### config.mk
export PLATFORM = sky130hd
export DESIGN_NAME = upe_ram
export DESIGN_NICKNAME = d
export VERILOG_FILES = /design/src/upe_ram.sv
export SDC_FILE = /design/constraint.sdc
export NUM_CORES = 2
export LEC_CHECK = 0
export BUFFER_PORTS_ARGS = -buffer_cell sky130_fd_sc_hd__buf_2
export CORE_MARGIN = 4
export CORE_UTILIZATION = 53
export DETAILED_ROUTE_END_ITERATION = 10
export MAX_ROUTING_LAYER = met4
export PLACE_DENSITY = 0.71
export SLEW_MARGIN = 20
export SYNTH_ARGS = -nofsm -noshare
export SYNTH_HDL_FRONTEND = slang
export SYNTH_SLANG_ARGS = --single-unit
### constraint.sdc
create_clock -name clk_i -period 2.8 [get_ports clk_i]
set_clock_uncertainty 0.2 [all_clocks]
set_input_delay 0.7 -clock clk_i [delete_from_list [all_inputs] [get_ports clk_i]]
set_output_delay 0.7 -clock clk_i [all_outputs]
set_load 0.02 [all_outputs]
### src/upe_ram.sv
// ----------------------------------------------------------------------------
// upe_ram
// Generic simple dual-port RAM: one write port, one read port, registered read.
// ----------------------------------------------------------------------------
module upe_ram #(
  parameter  int Width = 8,
  parameter  int Depth = 512,
  localparam int AddrW = $clog2(Depth)
) (
  input  logic             clk_i,
  input  logic             we_i,
  input  logic [AddrW-1:0] waddr_i,
  input  logic [Width-1:0] wdata_i,
  input  logic             re_i,
  input  logic [AddrW-1:0] raddr_i,
  output logic [Width-1:0] rdata_o
);

  logic [Width-1:0] mem_q [Depth];

  always_ff @(posedge clk_i) begin
    if (we_i) begin
      mem_q[waddr_i] <= wdata_i;
    end
    if (re_i) begin
      rdata_o <= mem_q[raddr_i];
    end
  end

endmodule

### Word-level counts from Yosys, hierarchy flattened

Memory sizes are Yosys's and may differ from the RTL's. A register that Yosys moved wholly into a read port is not among the register bits.
Index checks and enable logic that the tools add are counted.

| word-level totals | value |
|---|---|
| memories | 1 |
| output and inout bits | 8 |
| bits in latches | 0 |
| bits in writable memories | 4096 |
| ROM bits | 0 |
| bits in registers | 0 |

| operators by class | value |
|---|---|
| multiply operators | 0 |
| bitwise gates (word level) | 0 |
| $lt $le $gt $ge | 0 |
| shifts and indexed selects | 0 |
| $add $sub $neg | 0 |
| eq/ne operators | 0 |
| div/mod/pow operators | 0 |
| muxes and demuxes | 2 |
| reductions and logical operators | 0 |

Memories:

| memory | words | width | rd ports | clocked after memory_dff | write ports | RTL line | source |
|---|---|---|---|---|---|---|---|
| mem_q | 512 | 8 | 1 | 1 | 1 | 19 | `logic [Width-1:0] mem_q [Depth];` |

Operator list:

| operator | count |
|---|---|
| $mux 1 | 2 |

### Longest topological paths before layout

| depth | value |
|---|---|
| depth in word-level cells | 2 |
| mapped depth | 12 |
| depth with buffers taken out | 7 |

### Worst setup path before layout

Ideal clock, no wire load.

| timing | value |
|---|---|
| path kind | in2reg |
| start | input raddr_i[0] |
| end | register rdata_o[0], read port of mem_q (data pin) |
| library setup time | 0.257 ns |
| buffers on the path | 4 |
| arrival | 2.554 ns |
| stages | 10 |
| path slack | -0.211 ns |
| required time | 2.343 ns |
| path through | buf_4 buf_12 buf_12 buf_2 mux4_2 o21ai_0 nand3_1 nand4_1 o21ai_0 o2111a_1 |

RTL lines:

| element | RTL line | source |
|---|---|---|
| start, declared | 15 | `input logic [AddrW-1:0] raddr_i,` |
| end, declared | 16 | `output logic [Width-1:0] rdata_o` |

==> results.md <==
- The die covers approximately 310,000 sq um.
- The sequential share of power is 0.528.
- The number of CTS-inserted buffers is 401.
- The average instance in the mapped netlist occupies around 20 sq um.
- The total number of vias is ~89,000.
- Setup repair after global routing could not meet its margin everywhere.
- The top routing layer in use is met4.
- The setup violation total in the final timing report is 5.
- The post-synthesis net count is ~8,100.
- Along the worst path, the maximum fanout reaches 22.
- The violation count after the first detailed-route iteration is 13,957.
- In the detailed route, the total length drawn on met3 is just under 50 mm.
- The antenna violation net count after detailed routing is 0.
- Summed over all nets, the half-perimeter wirelength after detailed placement is around 280 mm.
- The number of levels in the clock H-tree is 5.
- Buffers placed on the I/O ports in this run total 36.
- Of the cells placed in the final design, the portion with a size suffix greater than 1 is 0.304.
- The total wire length after detailed routing is between 400 and 500 mm.
- The slew at the pin closest to its max-slew limit is slightly above 0.8 ns.
- Counting the fill cells in the layout gives roughly 20,000.
- The post-layout utilization of the core is 0.637.
- The final routed DRC violation total is 0.
- The floorplan core area is ~300,000 sq um.
- For this design, the sink count on the clock tree is just over 4,000.
- The cell that appears most often on the critical path is buf_4.
- After detailed routing, the met2 layer carries ~210 mm of wire.
- The clock latency on the worst-skew pair is approximately 0.99 ns.
- The combinational group share of total power is 0.058.
- After technology mapping, the gate count stands at approximately 8,000.
- At the end of routability-driven placement, the weighted congestion stood at 0.954.
- The total count of hold-check failures in the final report is 0.
- The worst pin sits at a relative slew slack of 0.452.
- After synthesis, the netlist uses 50 different library cells.
- The initial antenna violation count came to 21.
- The total power is 128 mW.
- On the critical path, the stage with the largest delay is an instance of mux2i_1.
- Of the total power, the share spent switching nets is 0.215.
- Walking the worst path, the cells encountered are buf_16 -> buf_16 -> buf_12 -> buf_4 -> mux2i_1 -> o221ai_1 -> o22ai_1 -> buf_4 -> a22oi_1 -> nand2_1 -> o21ai_0 -> buf_4 -> o2111a_1.
- Entering global routing, the biggest net connects ~120 pins.
- Summed over all layers, the global routing overflow is 0.
- The leakage power total is approximately 64 nW.
- For this configuration, the core starts out at a cell density of 0.533.
- Across every metal layer, demand over resource in global routing totals 0.284.
- The flow ran to the end, but the final reports show violations.
- The number of cells in the finished layout apart from fillers is 13,848.
- Max-cap violations in this run came to 0.
- The clock tree from TritonCTS is yes.
- The required time of the critical path is ~3.3 ns.
- The signal arrival time at the worst endpoint is ~3.4 ns.
- The total I/O pin count is 37.
- The worst setup margin is -0.0761 ns.
- The setup total negative slack is -0.198 ns.
- The area of combinational cells with multiple inputs is approximately 35,000 sq um.
- The number of global-route vias before repair is 88,279.
- The areal power density over the cells is about 670 nW/um^2.
- The number of buffer and inverter stages on the critical path is 6.
- Broken down by cell family, the worst path's largest delay share belongs to buffers and inverters.
- The footprint of the flip-flops and latches is between 100,000 and 150,000 sq um.
- Leaving out fill and tap cells, the most frequent cell in the layout is edfxtp_1.
- The number of enable-type register cells in the synthesized netlist is just over 4,000.
- The biggest area contributor in the post-synthesis netlist is edfxtp_1.
- Of the available clock period, the critical path in the final layout requires 1.03.
- The worst setup path is launched from an input port.
- Subtracting the final worst setup slack from the clock period gives approximately 2.9 ns.
- In the final design database the tool counted between 9,000 and 10,000 nets.
- The net switching component of the power is around 28 mW.
- The largest stage delay on the critical path is 0.28 ns.
- The die extent in y is ~560 microns.
- The startpoint-to-endpoint class of the critical path is in2reg.
- Row generation in the floorplan step produced approximately 200 rows.
- For this block, wires on met1 add up to between 150 and 200 mm.
- From synthesis to final layout, the design area changed by 19.6%.
- The share of synthesized area in the top cell type comes to 0.770.
- The first-pass GRT wire length is 624 mm.
- Of the synthesized area, sequential elements account for 0.770.
- The worst-case IR drop observed on VDD is approximately 0.58 mV.
- The placed cell count is 13,062.
- After clock tree synthesis, the clock-pin slew on the worst setup and hold paths is roughly 0.06 ns.
- The final-report max-slew violation count is 0.
- The number of warnings issued by yosys is 0.
- The internal power component is between 100 and 150 mW.
- Clock tree synthesis selected as its root buffer the cell clkbuf_16.
- The dominant register cell in the synthesized netlist is edfxtp_1.
- The final reports fail on setup timing.
- The synthesized design contains 4,104 register bits.
- STA classifies the critical path endpoint as a flop.
- After synthesis, the share of flip-flops with an asynchronous set or reset is 0.
- The library cells used most frequently in the layout, excluding fill and tap cells, are edfxtp_1, buf_4, mux2i_1, mux4_2, nor2_1.
- The average via count per standard cell is roughly 6.4.
- For this run, the detailed router's first-pass iteration total came to 9.
- The maximum clock frequency is 0.348 GHz.
- The register-to-register path setup slack is about 0.010 ns.
- The longest clock path from root to sink contains 4 buffers.
- The tightest min-delay check is of the in2reg type.
- The routed length per placed instance is ~31 microns.
- From left edge to right edge, the die measures roughly 560 microns.
- Yosys attributes the largest share of cell area to edfxtp_1, mux4_2, mux2i_1.
- After synthesis the cells add up to 160,000 sq um.
- The proportion of power drawn by the clock network is 0.414.
[through the flow]
| step | worst slack, ns | instance area [sq um] | hold WS (ns) |
|---|---|---|---|
| 2_1_floorplan | -0.0899 | 160000 | 0.599 |
| 3_3_place_gp | -1.94 | 177000 | 0.862 |
| 3_5_place_dp | -1.78 | 177000 | 0.868 |
| 4_1_cts | 0.00252 | 190000 | 0.335 |
| 5_1_grt | -0.118 | 191000 | 0.374 |
| 6_report | -0.0761 | 191000 | 0.414 |
[synth_stat cells, types with 70 or more instances]
cell / n
mux2i_1: 797
nor3_1: 109
edfxtp_1: 4104
nand2_1: 111
o221ai_1: 371
buf_4: 70
o21ai_0: 118
mux4_2: 654
nor2_1: 597
clkbuf_1: 265
o22ai_1: 163
a21oi_1: 194
[area by class of cell]
cell class	count	area share
tap	3958	0.0259
timing repair buffer	1633	0.0800
antenna	16	0.000209
clock buffer	471	0.0540
inverter	3	0.0000981
multi-input combinational	3410	0.182
sequential	4104	0.644
clock inverter	253	0.0133
[power groups by stage]
| stage | logic (mW) | clock network (mW) | registers [mW] |
|---|---|---|---|
| after floorplan | 3.25 | 0 | 69.0 |
| after global placement | 6.87 | 0 | 69.0 |
| after detailed placement | 7.02 | 0 | 69.0 |
| after CTS | 7.17 | 53.5 | 67.7 |
| after global routing | 7.73 | 56.3 | 67.7 |
| final | 7.46 | 53.0 | 67.7 |
[routing by layer]
layer | global-route usage | up-vias
met5 | - | -
met4 | 0.101 | 0
met3 | 0.0600 | 897
met2 | 0.430 | 5568
met1 | 0.388 | 45939
li1 | - | 36554
[worst reg2reg max path, cell delays in order, from the launching register on]
cell,delay (ns)
edfxtp_1,0.42
mux4_2,0.55
mux2i_1,0.22
buf_4,0.14
nor2_1,0.05
nor3_1,0.39
buf_4,0.22
o41ai_4,0.11
o2111a_1,0.19
[cell families (layout without fill, tap and decap cells)]
kind of cell,Yosys count,after routing,share of synthesized area
flops,4104,4104,0.770
other cells,0,16,0
mux,1451,1451,0.142
buf+inv,516,2360,0.0185
compound gates,979,979,0.0431
simple gates,980,980,0.0263
[registers in the layout, indices dropped and copies added (netlist names)]
| signal | cells |
|---|---|
| mem_q | 4096 |
| rdata_o | 8 |
[final timing paths]
| check | cells past startpoint | to | start |
|---|---|---|---|
| worst max-delay path | 13 | rdata_o[6]$_DFFE_PP_ | raddr_i[0] |
| worst min-delay path | 5 | mem_q[215][0]$_DFFE_PP_ | waddr_i[0] |
| worst max register to register | 8 | rdata_o[7]$_DFFE_PP_ | mem_q[431][7]$_DFFE_PP_ |
| worst min register to register | 7 | rdata_o[1]$_DFFE_PP_ | mem_q[332][1]$_DFFE_PP_ |
[repair_timing]
item,in CTS,in global routing
hold buffers,9,0
cloned,2,9
buffers inserted,4,23
resized for setup,101,136
pin swaps,17,30
endpoints found under the setup margin,8,8
endpoints found under the hold margin,151,0
No activity file was read; power rests on OpenSTA's default activity.
