**config.mk**
```make
export PLATFORM = sky130hd
export DESIGN_NAME = upe_jobq
export DESIGN_NICKNAME = d
export VERILOG_FILES = /design/src/upe_pkg.sv /design/src/upe_jobq.sv
export SDC_FILE = /design/constraint.sdc
export NUM_CORES = 1
export LEC_CHECK = 0
export ABC_CLOCK_PERIOD_IN_PS = 1400
export BUFFER_PORTS_ARGS = -buffer_cell sky130_fd_sc_hd__buf_4
export CAP_MARGIN = 25
export CORE_AREA = 2 2 50 52
export DETAILED_ROUTE_END_ITERATION = 8
export DIE_AREA = 0 0 52 54
export PLACE_DENSITY = 0.7
export SYNTH_ARGS = -nofsm -noshare
export SYNTH_HDL_FRONTEND = slang
export SYNTH_SLANG_ARGS = --single-unit
```
**constraint.sdc**
```tcl
create_clock -name clk_i -period 1.4 [get_ports clk_i]
set_input_delay 0.14 -clock clk_i [delete_from_list [all_inputs] [get_ports clk_i]]
set_output_delay 0.14 -clock clk_i [all_outputs]
set_load 0.02 [all_outputs]
```
**src/upe_pkg.sv**
```systemverilog
// ----------------------------------------------------------------------------
// upe_pkg
// Shared types, constants and character classes for the URL port extractor.
// ----------------------------------------------------------------------------
package upe_pkg;

  // Default sizes, used as parameter defaults on the top level
  localparam int MAX_LEN       = 256;
  localparam int SCHEME_WINDOW = 16;
  localparam int MAX_DIGITS    = 10;

  // Result field widths and caps
  localparam int VALUE_W = 34;
  localparam int COUNT_W = 4;
  localparam logic [VALUE_W-1:0] VALUE_CAP = '1;
  localparam logic [COUNT_W-1:0] COUNT_CAP = '1;

  // Characters the scanner looks for
  localparam logic [7:0] CH_SLASH  = 8'h2F;  // '/'
  localparam logic [7:0] CH_COLON  = 8'h3A;  // ':'
  localparam logic [7:0] CH_AT     = 8'h40;  // '@'
  localparam logic [7:0] CH_LBRACK = 8'h5B;  // '['
  localparam logic [7:0] CH_RBRACK = 8'h5D;  // ']'
  localparam logic [7:0] CH_QMARK  = 8'h3F;  // '?'
  localparam logic [7:0] CH_HASH   = 8'h23;  // '#'
  localparam logic [7:0] CH_DOT    = 8'h2E;  // '.'
  localparam logic [7:0] CH_MINUS  = 8'h2D;  // '-'
  localparam logic [7:0] CH_PLUS   = 8'h2B;  // '+'

  typedef enum logic [1:0] {
    B_IDLE,
    B_FETCH,
    B_EVAL,
    B_DONE
  } back_state_e;

  typedef enum logic [3:0] {
    PH_SCHEME,
    PH_COLON1,
    PH_COLON2,
    PH_USER,
    PH_BRACKET,
    PH_IPV6,
    PH_PSEARCH,
    PH_PCHECK,
    PH_DIGITS
  } scan_phase_e;

  // Job queue status seen by the loader and the scanner
  typedef struct packed {
    logic full;
    logic empty;
  } jobq_status_t;

  function automatic logic is_digit(input logic [7:0] c);
    return c inside {[8'h30:8'h39]};
  endfunction

  // Characters allowed in a scheme after its first byte
  function automatic logic is_scheme_char(input logic [7:0] c);
    return (c inside {[8'h30:8'h39], [8'h41:8'h5A], [8'h61:8'h7A]}) ||
           (c inside {CH_DOT, CH_MINUS, CH_PLUS});
  endfunction

  function automatic logic is_stop(input logic [7:0] c);
    return c inside {CH_SLASH, CH_QMARK, CH_HASH};
  endfunction

endpackage

```
**src/upe_jobq.sv**
```systemverilog
// ----------------------------------------------------------------------------
// upe_jobq
// Two-entry queue of finished URLs (length and overflow flag), one per bank.
// ----------------------------------------------------------------------------
module upe_jobq import upe_pkg::*; #(
  parameter int Width = 10
) (
  input  logic             clk_i,
  input  logic             rst_ni,
  input  logic             push_i,
  input  logic [Width-1:0] data_i,
  input  logic             pop_i,
  output jobq_status_t     stat_o,
  output logic [Width-1:0] data_o
);

  logic [Width-1:0] entry_q [2];
  logic             wptr_q, wptr_d;
  logic             rptr_q, rptr_d;
  logic [1:0]       cnt_q, cnt_d;

  always_comb begin
    wptr_d = wptr_q ^ push_i;
    rptr_d = rptr_q ^ pop_i;
    cnt_d  = cnt_q + 2'(push_i) - 2'(pop_i);
  end

  always_ff @(posedge clk_i or negedge rst_ni) begin
    if (!rst_ni) begin
      wptr_q <= 1'b0;
      rptr_q <= 1'b0;
      cnt_q  <= 2'd0;
    end else begin
      wptr_q <= wptr_d;
      rptr_q <= rptr_d;
      cnt_q  <= cnt_d;
    end
  end

  always_ff @(posedge clk_i) begin
    if (push_i) begin
      entry_q[wptr_q] <= data_i;
    end
  end

  assign data_o       = entry_q[rptr_q];
  assign stat_o.full  = cnt_q[1];
  assign stat_o.empty = (cnt_q == 2'd0);

  a_no_push_full: assert property (@(posedge clk_i) disable iff (!rst_ni)
    push_i |-> !stat_o.full) else $error("job pushed into full queue");

  a_no_pop_empty: assert property (@(posedge clk_i) disable iff (!rst_ni)
    pop_i |-> !stat_o.empty) else $error("job popped from empty queue");

  a_cnt_range: assert property (@(posedge clk_i) disable iff (!rst_ni)
    cnt_q != 2'd3) else $error("job count out of range");

endmodule

```
== Word level (Yosys, flattened, before mapping) ==
Memory sizes are Yosys's and may differ from the RTL's.
Cells that the tools add are included.

* Add/sub/neg operators: 2
* Muxes and demuxes: 2
* Bitwise logic cells: 2
* Reduce and logical (&&, ||, !) cells: 1

{| class="wikitable"
|+ Operator list
! kind !! number
|-
| $add 2x1->2 || 1
|-
| $logic_not 2->1 || 1
|-
| $mux 1 || 2
|-
| $sub 2x1->2 || 1
|-
| $xor 1x1->1 || 2
|}

* Register bits after elaboration: 4
* RAM bits: 20
* Input bits: 14
* Output and inout bits: 12
* Word-level logic and storage cells: 11
* Memories kept: 1

{| class="wikitable"
|+ Memories
! memory !! words !! bits a word !! read ports !! clocked after Yosys merged registers in !! wr ports !! line !! RTL
|-
| entry_q || 2 || 10 || 1 || 0 || 1 || upe_jobq.sv:17 || <nowiki>logic [Width-1:0] entry_q [2];</nowiki>
|}

== Logic depth before layout (Yosys ltp) ==
* Depth in word-level cells: 2
* Depth in mapped cells: 5
* Depth with buffers taken out: 5

== Least setup slack after synthesis ==
OpenSTA, ideal clock, no wires.

* Kind: register to register
* From: register cnt_q[0]
* To: register cnt_q[1]
* Library setup time: 0.135 ns
* Data arrival time: 0.986 ns
* Setup slack: 0.278 ns
* Stages on the path, launching flop included: 6
* Path buffers: 0
* Clock period less this slack: 1.122 ns
* Cell sequence: dfrtp_1 -> inv_1 -> ha_1 -> inv_1 -> ha_1 -> xor3_1

* Word-level cells in the longest chain between the ends: 2

{| class="wikitable"
|+ Ends and longest elaborated chain
! element !! line !! RTL
|-
| start, declared || upe_jobq.sv:20 || <nowiki>logic [1:0] cnt_q, cnt_d;</nowiki>
|-
| start signal, assigned || upe_jobq.sv:36 || <nowiki>cnt_q <= cnt_d;</nowiki>
|-
| $add 2x1->2 || upe_jobq.sv:25 || <nowiki>cnt_d = cnt_q + 2'(push_i) - 2'(pop_i);</nowiki>
|-
| $sub 2x1->2 || upe_jobq.sv:25 ||
|-
| named net cnt_d[1] || upe_jobq.sv:20 ||
|}

The timed path passes the listed nets, and every way through them passes these cells.

== Worst setup path in the final report ==
* From: register rptr_q
* To: output port data_o[2]

* Word-level cells in the longest chain between the ends: 1

{| class="wikitable"
|+ Ends and longest elaborated chain
! element !! line !! RTL
|-
| start, declared || upe_jobq.sv:19 || <nowiki>logic rptr_q, rptr_d;</nowiki>
|-
| start signal, assigned || upe_jobq.sv:35 || <nowiki>rptr_q <= rptr_d;</nowiki>
|-
| $mem_v2 2x10 || n/a ||
|-
| end, declared || upe_jobq.sv:14 || <nowiki>output logic [Width-1:0] data_o</nowiki>
|}

Every way passes these cells.

==> results <==
- The largest net degree at the start of global routing is 14.
- The total number of vias is about 500.
- The class of the worst hold path is in2reg.
- After detailed routing, the wire length on met1 is between 500 and 600 um.
- The type of destination of the critical path is a primary output.
- 26 I/O pins were placed.
- The die width is ~52 um.
- The worst setup timing slack at the placement stage is between 200 and 250 ps.
- After the last flow step, the layout net total stands at 110.
- For this block, the routed nets add up to 1410 um of wire.
- After global routing the overflow that remains totals 0.
- The number of global-route vias before repair is roughly 460.
- The maximum vdd drop is between 0.001 and 0.0015 V.
- The arrival time at the worst endpoint is 1340 ps.
- For the final routed database, the setup TNS stands at -652 ps.
- The power per cell area is about 1800 nW/um^2.
- The share of cells above drive strength 1 is 0.484.
- At the later pin of the worst-skew pair, clock insertion delay measures around 300 ps.
- The number of flops mapped to enable cells by yosys is 20.
- Ranked by instance count, the synthesized netlist is headed by 20 x edfxtp_1, 9 x mux2_4, 4 x dfrtp_1, 4 x ha_1, 4 x inv_1.
- The final routed DRC violation total is 0.
- The worst-case clock buffer depth is 2.
- The most critical setup path has its endpoint at data_o[2].
- The fill cell instance count of the final layout is between 150 and 200.
- The number of placement rows is 18.
- The netlist area before placement is 967 sq um.
- The final count of pins violating max slew is 0.
- The total power consumption of the routed design is about 2.6 mW.
- After detailed routing, the met2 layer carries 801 um of wire.
- The average routed wire per standard cell is about 12 um.
- During synthesis, Yosys emitted a total of 0 warnings.
- The worst setup skew after layout is approximately 0.17 ps.
- Yosys attributes the largest share of cell area to edfxtp_1 62%, mux2_4 14%, dfrtp_1 10%.
- The die is about 54 um tall.
- The number of cells traversed by the worst register-to-register path is 5.
- The number of register bits inferred by synthesis is 24.
- The count of maximum capacitance violations is 0.
- The per-instance average area after synthesis is a little over 20 sq um.
- The largest total area in the synthesized netlist belongs to edfxtp_1.
- Setup repair after global routing could not meet its margin everywhere.
- Buffers inserted during clock tree synthesis total 3.
- The total area inside the core boundary comes to 2320 sq um.
- Subtracting the final worst setup slack from the clock period gives 1480 ps.
- The count of antenna-violating nets left after detailed routing is 0.
- In the finished design, the share of the clock period the worst path needs comes to 1.05.
- The first global-routing pass estimated approximately 1900 um of wire.
- The CTS sink count is 24.
- The first routing iteration left 3 violations.
- The flow ran to the end, but the final reports show violations.
- After layout, the worst setup slack is -75.6 ps.
- For this run, asynchronously set or reset flops after synthesis account for 0.167.
- The final cell utilization of the core is 0.611.
- Clock-pin slew was measured on the worst setup and hold paths at approximately 120 ps.
- The slew at the pin closest to its max-slew limit is 453 ps.
- The end of the worst register-to-register path is cnt_q[1].
- In the post-synthesis netlist, the cell with the most instances is edfxtp_1.
- The worst register-to-register path begins at cnt_q[0].
- Once detailed placement completed, the half-perimeter wirelength came to 968 um.
- The count of unique library cells instantiated by Yosys is 11.
- The first detailed-routing pass ran for 2 iterations.
- The tree is rooted in a clkbuf_4.
- The proportion of netlist area held by the largest area contributor is 0.621.
- The share of the Yosys chip area taken by registers is 0.724.
- The number of failing hold endpoints at the final stage was 0.
- For this configuration, the core starts out at a cell density of 0.417.
- The setup check on the worst reg-to-reg path leaves a slack of ~200 ps.
- In this run, placement finished with an instance count of around 100.
- The analysis attributes to cell leakage a power of around 0.62 nW.
- STA classifies the critical path startpoint as a register.
- The count of buffers added on input and output ports is 25.
- The number of levels in the clock H-tree is 1.
- The congestion estimate from routability-driven global placement came to 0.598.
- TritonCTS built the clock tree.
- Dividing the detail-routed via count by the number of cells gives about 4.2.
- The worst setup path is of the reg2out kind.
- The achievable frequency is 678 MHz.
- Synthesis handed over a netlist of between 40 and 50 instances.
- The wire length on met3 is 66 um.
- The initial antenna violation count is 0.
- At the worst endpoint, the required time is around 1300 ps.
- The number of nets produced by synthesis is 65.
- In the global route stage, overall resource usage came out at 0.104.
- For this run, the leading register cell type out of synthesis is edfxtp_1.
- The layout overhead on the synthesized area is 46.4%.
- After detailed routing, no signal wire sits above met3.
- The number of antenna diodes in the final layout is 0.
- Measured against its own limit, the worst slew margin works out to 0.698.
- The final reports fail on negative setup slack.
- Once layout is complete, the cells apart from fillers number between 100 and 150.
- The die covers between 2000 and 3000 sq um.
- Setup violations remaining at the end of the flow were counted as 10.
- Of all nets on the critical path, the largest fanout is 7.
- The most critical setup path has its startpoint at rptr_q.
## cell type report
class / count / area (sq um) / area share
repair buffers: 42 / 390 / 0.276
inverters: 4 / 15.0 / 0.0106
well taps: 30 / 37.5 / 0.0265
multi-input cells: 17 / 236 / 0.167
clock buffers: 4 / 36.3 / 0.0256
flip-flops and latches: 24 / 701 / 0.495
## how the worst min path moves through the flow
stage / startpoint / endpoint / depth (start not counted)
final: push_i / cnt_q[0] / 2
after global routing: push_i / cnt_q[0] / 2
after CTS: data_i[0] / entry_q[0][0] / 1
after detailed placement: rst_ni / wptr_q / 1
after global placement: rst_ni / wptr_q / 1
after floorplan: rst_ni / cnt_q[0] / 0
## kinds of logic (layout without fill, tap and decap cells)
| logic type | Yosys count | after routing | synth area share |
|---|---|---|---|
| and+or+nand+nor | 1 | 1 | 0.00388 |
| adders and majority gates | 4 | 4 | 0.0517 |
| buffers and inverters | 6 | 50 | 0.0349 |
| DFF | 24 | 24 | 0.724 |
| xor gates and xnor gates | 2 | 2 | 0.0336 |
| muxes | 10 | 10 | 0.151 |
## cells in the final DEF (no fill, tap or decap), drive strengths merged
cell,count
inv,4
nor2,1
edfxtp,20
mux2,10
dlygate4sd3,12
xor2,1
buf,30
dfrtp,4
xor3,1
clkbuf,4
ha,4
## power by group
group	internal, mW	total (mW)	leakage (nW)	switching [mW]
registers	0.967	1.04	0.234	0.0700
clock network	0.159	0.345	0.0210	0.187
logic	0.698	1.21	0.366	0.514
total	1.82	2.59	0.621	0.770
## layer usage
metal  up-vias  track usage
met5         -            0
met2        16        0.169
met4         0       0.0789
met3         0       0.0333
li1        257            -
met1       238        0.114
## worst max-delay path, stage by stage, from the launching register on
cell,delay [ps]
dfrtp_1,420
buf_6,170
mux2_4,310
buf_6,130
## flip-flops by register name (all words and copies together) (netlist names)
register  flops
cnt_q         2
entry_q      20
rptr_q        1
wptr_q        1
## stage by stage
stage / hold slack (ps) / cell area (sq um)
global route: 56.1 / 1420
CTS: 0.0852 / 1320
floorplan: -156 / 967
detailed placement: -57.4 / 1200
global placement: -60.1 / 1200
finish: 85.7 / 1420
## timing repair
item / in CTS / in global routing
endpoints found under the hold margin: 6 / 19
gates resized for setup: 13 / 0
setup endpoints to repair: 9 / 10
hold buffers: 2 / 10
setup buffers: 2 / 0
No activity file was read; power rests on OpenSTA's default activity.
