`src/upe_pkg.sv`:
```
// ----------------------------------------------------------------------------
// upe_pkg
// Shared types, constants and character classes for the URL port extractor.
// ----------------------------------------------------------------------------
package upe_pkg;

  // Default sizes, used as parameter defaults on the top level
  localparam int MAX_LEN       = 256;
  localparam int SCHEME_WINDOW = 16;
  localparam int MAX_DIGITS    = 10;

  // Result field widths and caps
  localparam int VALUE_W = 34;
  localparam int COUNT_W = 4;
  localparam logic [VALUE_W-1:0] VALUE_CAP = '1;
  localparam logic [COUNT_W-1:0] COUNT_CAP = '1;

  // Characters the scanner looks for
  localparam logic [7:0] CH_SLASH  = 8'h2F;  // '/'
  localparam logic [7:0] CH_COLON  = 8'h3A;  // ':'
  localparam logic [7:0] CH_AT     = 8'h40;  // '@'
  localparam logic [7:0] CH_LBRACK = 8'h5B;  // '['
  localparam logic [7:0] CH_RBRACK = 8'h5D;  // ']'
  localparam logic [7:0] CH_QMARK  = 8'h3F;  // '?'
  localparam logic [7:0] CH_HASH   = 8'h23;  // '#'
  localparam logic [7:0] CH_DOT    = 8'h2E;  // '.'
  localparam logic [7:0] CH_MINUS  = 8'h2D;  // '-'
  localparam logic [7:0] CH_PLUS   = 8'h2B;  // '+'

  typedef enum logic [1:0] {
    B_IDLE,
    B_FETCH,
    B_EVAL,
    B_DONE
  } back_state_e;

  typedef enum logic [3:0] {
    PH_SCHEME,
    PH_COLON1,
    PH_COLON2,
    PH_USER,
    PH_BRACKET,
    PH_IPV6,
    PH_PSEARCH,
    PH_PCHECK,
    PH_DIGITS
  } scan_phase_e;

  // Job queue status seen by the loader and the scanner
  typedef struct packed {
    logic full;
    logic empty;
  } jobq_status_t;

  function automatic logic is_digit(input logic [7:0] c);
    return c inside {[8'h30:8'h39]};
  endfunction

  // Characters allowed in a scheme after its first byte
  function automatic logic is_scheme_char(input logic [7:0] c);
    return (c inside {[8'h30:8'h39], [8'h41:8'h5A], [8'h61:8'h7A]}) ||
           (c inside {CH_DOT, CH_MINUS, CH_PLUS});
  endfunction

  function automatic logic is_stop(input logic [7:0] c);
    return c inside {CH_SLASH, CH_QMARK, CH_HASH};
  endfunction

endpackage

```
`src/upe_in_if.sv`:
```
// ----------------------------------------------------------------------------
// upe_in_if
// Input channel: one URL byte per item, with no-byte and last-byte flags.
// ----------------------------------------------------------------------------
interface upe_in_if;
  logic       valid;
  logic       ready;
  logic [7:0] url_byte;
  logic       no_byte;
  logic       last_byte;

  modport source (output valid, url_byte, no_byte, last_byte, input ready);
  modport sink   (input valid, url_byte, no_byte, last_byte, output ready);
endinterface

```
`src/upe_front.sv`:
```
// ----------------------------------------------------------------------------
// upe_front
// Loader: accept bytes, write them into the current bank, close a URL on
// its last item by queueing its length and overflow flag.
// ----------------------------------------------------------------------------
module upe_front import upe_pkg::*; #(
  parameter  int MaxLen = MAX_LEN,
  localparam int LenW   = $clog2(MaxLen + 1),
  localparam int IdxW   = $clog2(MaxLen)
) (
  input  logic          clk_i,
  input  logic          rst_ni,
  upe_in_if.sink        in_i,
  input  jobq_status_t  q_stat_i,
  output logic          push_o,
  output logic [LenW:0] job_o,
  output logic          ram_we_o,
  output logic [IdxW:0] ram_waddr_o,
  output logic [7:0]    ram_wdata_o
);

  logic [LenW-1:0] len_q, len_d, len_nx;
  logic            ovf_q, ovf_d, ovf_nx;
  logic            bank_q, bank_d;
  logic            accept;
  logic            has_byte;
  logic            room;

  // Stall only when both banks hold URLs not yet scanned
  assign in_i.ready = !q_stat_i.full;
  assign accept     = in_i.valid && in_i.ready;
  assign has_byte   = accept && !in_i.no_byte;
  assign room       = len_q < LenW'(MaxLen);

  always_comb begin
    len_nx = len_q + LenW'(has_byte && room);
    ovf_nx = ovf_q || (has_byte && !room);
    push_o = accept && in_i.last_byte;
    job_o  = {ovf_nx, len_nx};
    len_d  = push_o ? '0 : len_nx;
    ovf_d  = push_o ? 1'b0 : ovf_nx;
    bank_d = bank_q ^ push_o;
  end

  always_ff @(posedge clk_i or negedge rst_ni) begin
    if (!rst_ni) begin
      len_q  <= '0;
      ovf_q  <= 1'b0;
      bank_q <= 1'b0;
    end else begin
      len_q  <= len_d;
      ovf_q  <= ovf_d;
      bank_q <= bank_d;
    end
  end

  assign ram_we_o    = has_byte && room;
  assign ram_waddr_o = {bank_q, len_q[IdxW-1:0]};
  assign ram_wdata_o = in_i.url_byte;

endmodule

```
`src/flat_wrapper.sv`:
```
// flat-port wrapper written by rule: the top's interface ports become plain ports
module upe_front_flat import upe_pkg::*;
#(
  parameter  int MaxLen = MAX_LEN,
  localparam int LenW   = $clog2(MaxLen + 1),
  localparam int IdxW   = $clog2(MaxLen)
)
  (clk_i, rst_ni, q_stat_i, push_o, job_o, ram_we_o, ram_waddr_o, ram_wdata_o, in_i_valid, in_i_url_byte, in_i_no_byte, in_i_last_byte, in_i_ready);
  upe_in_if in_i_i ();
  input  logic clk_i;
  input  logic rst_ni;
  input  jobq_status_t q_stat_i;
  output logic push_o;
  output logic [LenW:0] job_o;
  output logic ram_we_o;
  output logic [IdxW:0] ram_waddr_o;
  output logic [7:0] ram_wdata_o;
  input wire logic [$bits(in_i_i.valid)-1:0] in_i_valid;
  input wire logic [$bits(in_i_i.url_byte)-1:0] in_i_url_byte;
  input wire logic [$bits(in_i_i.no_byte)-1:0] in_i_no_byte;
  input wire logic [$bits(in_i_i.last_byte)-1:0] in_i_last_byte;
  output wire logic [$bits(in_i_i.ready)-1:0] in_i_ready;
  assign in_i_i.valid = in_i_valid;
  assign in_i_i.url_byte = in_i_url_byte;
  assign in_i_i.no_byte = in_i_no_byte;
  assign in_i_i.last_byte = in_i_last_byte;
  assign in_i_ready = in_i_i.ready;
  upe_front #(.MaxLen(MaxLen)) u_core (.clk_i(clk_i), .rst_ni(rst_ni), .in_i(in_i_i), .q_stat_i(q_stat_i), .push_o(push_o), .job_o(job_o), .ram_we_o(ram_we_o), .ram_waddr_o(ram_waddr_o), .ram_wdata_o(ram_wdata_o));
endmodule
```
`config.mk`:
```
export PLATFORM = sky130hd
export DESIGN_NAME = upe_front_flat
export DESIGN_NICKNAME = d
export VERILOG_FILES = /design/src/upe_pkg.sv /design/src/upe_in_if.sv /design/src/upe_front.sv /design/src/flat_wrapper.sv
export SDC_FILE = /design/constraint.sdc
export NUM_CORES = 1
export LEC_CHECK = 0
export BUFFER_PORTS_ARGS = -buffer_cell sky130_fd_sc_hd__buf_4
export CORE_MARGIN = 2
export CORE_UTILIZATION = 43
export CTS_CLUSTER_SIZE = 20
export DETAILED_ROUTE_END_ITERATION = 12
export HOLD_SLACK_MARGIN = 0.15
export PLACE_DENSITY = 0.93
export SYNTH_ARGS = -nofsm -noshare
export SYNTH_HDL_FRONTEND = slang
export SYNTH_SLANG_ARGS = --single-unit
export TNS_END_PERCENT = 30
```
`constraint.sdc`:
```
create_clock -name clk_i -period 3.65 [get_ports clk_i]
set_input_delay 0.365 -clock clk_i [delete_from_list [all_inputs] [get_ports clk_i]]
set_output_delay 0.365 -clock clk_i [all_outputs]
set_load 0.1 [all_outputs]
```
; ---- Word-level counts from Yosys, hierarchy flattened
; Cells that the tools add are included.
[totals]
register_bits = 11
inputBits = 15
output_inout_bits = 30
elab_cells = 17
[classes]
add_sub_neg = 1
order_cmp = 1
muxes = 2
n_bitwise = 1
n_reduce_logical = 9
[op_table]
columns = operator, count
row1 = $add 9x1->9, 1
row2 = $lt 9x9->1 const B, 1
row3 = $mux 9, 1
row4 = $logic_and 1x1->1, 5
row5 = $logic_not 1->1, 3
row6 = $logic_or 1x1->1, 1
row7 = $mux 1, 1
row8 = $xor 1x1->1, 1

; ---- Depth between registers and ports, before layout
[depth]
depth_word = 6
mapped_depth = 6

; ---- Worst setup path after synthesis
; Ideal clock, no wire load.
[synth_path]
path_type = input-to-output
from = input port q_stat_i[1] (netlist bit)
to = output port job_o[4]
arrival_time_ns = 6.123
t_required_ns = 3.285
path_slack_ns = -2.838
stages = 5
path_buffers = 0
cell_sequence = nor4b_1 -> ha_1 -> ha_1 -> nand3_1 -> xnor2_1
[synth_via]
elab_chain_cells = 5
[synth_rtl]
columns = item, line
row1 = start: declaration, flat_wrapper.sv:12  ; input jobq_status_t q_stat_i;
row2 = $logic_not 1->1, upe_front.sv:30  ; assign in_i.ready = !q_stat_i.full;
row3 = $logic_and 1x1->1, upe_front.sv:31  ; assign accept = in_i.valid && in_i.ready;
row4 = $logic_and 1x1->1, upe_front.sv:32  ; assign has_byte = accept && !in_i.no_byte;
row5 = $logic_and 1x1->1, upe_front.sv:36  ; len_nx = len_q + LenW'(has_byte && room);
row6 = $add 9x1->9, upe_front.sv:36
row7 = end: declaration, flat_wrapper.sv:14  ; output logic [LenW:0] job_o;
; No other way between the ends.

; ---- Worst setup path in the final report
[layout_path]
from = register u_core.len_q[8]
to = output port job_o[6]
[layout_via]
elab_chain_cells = 3
[layout_rtl]
columns = item, line
row1 = start: declaration, upe_front.sv:22  ; logic [LenW-1:0] len_q, len_d, len_nx;
row2 = start signal: assignment, upe_front.sv:51  ; len_q <= len_d;
row3 = $lt 9x9->1, upe_front.sv:33  ; assign room = len_q < LenW'(MaxLen);
row4 = $logic_and 1x1->1, upe_front.sv:36
row5 = $add 9x1->9, upe_front.sv:36
; No other way between the ends.

==> results.yml <==
logic_synthesis:
  dominantRegCellSynth: "dfrtp_1"
  synth.avg_cell_area_um2: 9.41
  yosys-top-cells-count: "buf_4 (18), dfrtp_1 (11), and2_1 (6), nand3_1 (6), nand2_1 (5)"
  ys_ff_latch: 11
  synthCells: 71
  synthTopCellsByArea: "dfrtp_1 (41%), buf_4 (20%), and2_1 (5.6%)"
  ys_seq_area_share_pct: 41.2
  async_reset_ff_share_pct: 100
  yosysMostFrequentCell: "buf_4"
  synth.top_cell.area_share_pct: 41.2
  yosys.area.top_type: "dfrtp_1"
  synth-edff-count: 0
  synth_warnings: 0
  synth_area_um2: 668
  ys_types: 15
  synthesis.nets: 88
drt:
  vias: 510
  route.detailed.drc: 0
  routed_wl_um: 1290
  wl_per_cell_um: 12.8
  dr.pass1.iters: 2
  drtAntennaViolNets: 0
  first_iter_violations: 5
  viasPerCell: 5.05
placed_design:
  dpl_cell_area_um2: 793
  portBuffers: 27
  post-dp-hpwl_um: 1000
  routabilityCongestion: 0.737
power:
  cellPowerDensity_mw_per_mm2: 667
  irDropWorstVdd_uv: 585
  leakagePower_nw: 0.476
cts:
  insertion_delay_ns: 0.27
  clock_sinks: 11
  post_cts_resize_count: 0
  cts_max_level: 1
  numCtsBuffers: 3
  cts_tree: "yes"
  clock_path_buffers: 2
  clk_pin_slew_ns: 0.07
  cts_root_buf: "clkbuf_4"
sta:
  setup_viol: 0
  worst_pin_slew_ns: 0.293
  skew_ns: 0.000911
  fmax_mhz: 363
  slew_headroom_pct: 80.4
  finalSetupTns_ns: 0
  finalHoldViolations: 0
  fin_crit_sh_pct: 75.4
  finalCriticalPeriod_ns: 2.75
  rsz0062_at_grt: "false"
  slew_viol_final: 0
critical_path:
  cp.required_ns: 3.28
  path_max_fanout: 4
  endpoint_kind: "output pin"
  worst-setup-path-type: "flop to output pin"
  start_kind: "flop"
  reg2regPathDepth: 6
  reg2reg_slack_ns: 1.66
  arrival_ns: 2.39
floorplan:
  ios: 45
  die_area_mm2: 0.00189
  coreArea_mm2: 0.00149
  die_x_um: 43.4
  floorplan.rows: 14
  die_y_um: 43.4
  initial_utilization_pct: 44.9
finish:
  area_growth_pct: 24.2
  antenna_cells: 0
  final_core_utilization_pct: 55.7
  fin_nets: 103
  fin_area_um2: 830
  drive_above_1_share_pct: 41.2
grt:
  antenna_found_initial: 0
  gr-total-overflow: 0
  grt.total_usage_pct: 14.5
  grt_pass1_vias: 468
  grt_pass1_wl_um: 2060
  grt_start_max_net_pins: 12
worst_hold_path:
  hold_class: "input port to asynchronous set/reset pin"
outcome:
  status: "completed"
run:
  max_cap_viol_count: 0
-- per-layer routing --
| metal | global-route usage, % | up-vias | part of all wire, % |
|---|---|---|---|
| li1 | - | 246 | - |
| met4 | 3.64 | 0 | 0.77 |
| met5 | 0 | - | 0 |
| met1 | 19.7 | 237 | 41 |
| met2 | 23.6 | 25 | 48 |
| met3 | 3.33 | 2 | 10 |
-- area by class of cell --
class / count / area [um^2]
flip-flops and latches: 11 / 275
fillers: 133 / 659
clock buffers: 4 / 26.3
repair buffers: 28 / 213
multi-input cells: 38 / 280
inverters: 4 / 15.0
well taps: 16 / 20.0
-- sequential cells by signal, indices dropped and copies added, names as in the netlist --
name,flops
u_core.bank_q,1
u_core.len_q,9
u_core.ovf_q,1
-- path summary, 6_finish.rpt --
kind,from,end
worst min register to register,u_core.bank_q,u_core.bank_q
worst max-delay path,u_core.len_q[8],job_o[6]
worst max register to register,u_core.len_q[8],u_core.len_q[8]
worst min-delay path,rst_ni,u_core.bank_q
min in group clk_i,u_core.bank_q,u_core.bank_q
max in group asynchronous,rst_ni,u_core.len_q[3]
-- placed cells by master, fill, tap and decap left out --
master and instances:
a21oi_1 4, a41o_1 1, and2_1 6, buf_4 27, clkbuf_1 1, clkbuf_4 3
dfrtp_1 11, dlygate4sd3_1 1, ha_1 2, inv_1 4, nand2_1 5, nand3_1 6
nand4_2 1, nor4b_4 1, o21ai_0 4, or3_1 4, xnor2_1 1, xnor2_2 2
xor2_2 1
-- power breakdown --
group | switching, mW | internal [mW]
registers | 0.0179 | 0.138
clock network | 0.0422 | 0.0423
logic | 0.255 | 0.0579
-- kinds of logic (layout without fill, tap and decap cells) --
kind of cell / after synthesis / count (layout) / share of synthesized area (%)
AO/OA/AOI/OAI: 9 / 9 / 7.49
XOR/XNOR: 4 / 4 / 5.24
adder cells (fa/ha/maj): 2 / 2 / 3.74
buffers and inverters: 22 / 36 / 22.5
flip-flops: 11 / 11 / 41.2
AND/OR/NAND/NOR: 23 / 23 / 19.9
-- worst max-delay path, stage by stage, from the launching register on --
cell and delay [ns]:
dfrtp_1 0.44, nor4b_4 0.31, ha_1 0.26, ha_1 0.30, inv_1 0.07, or3_1 0.39, nand2_1 0.08, buf_4 0.28
-- repair_timing --
action	CTS	global route
buffers inserted	0	0
hold endpoints to repair	11	0
hold buffers	1	0
-- per-stage QoR --
stage | setup WS [ns] | instances | hold slack [ns] | total power, mW
after floorplan | 0.0372 | 71 | 0.0694 | 0.480
after global placement | 1.15 | 96 | 0.206 | 0.467
after detailed placement | 1.12 | 96 | 0.208 | 0.470
after CTS | 0.895 | 101 | 0.462 | 0.554
after global routing | 0.747 | 101 | 0.467 | 0.572
final | 0.897 | 101 | 0.460 | 0.553
No activity file was read; power rests on OpenSTA's default activity.
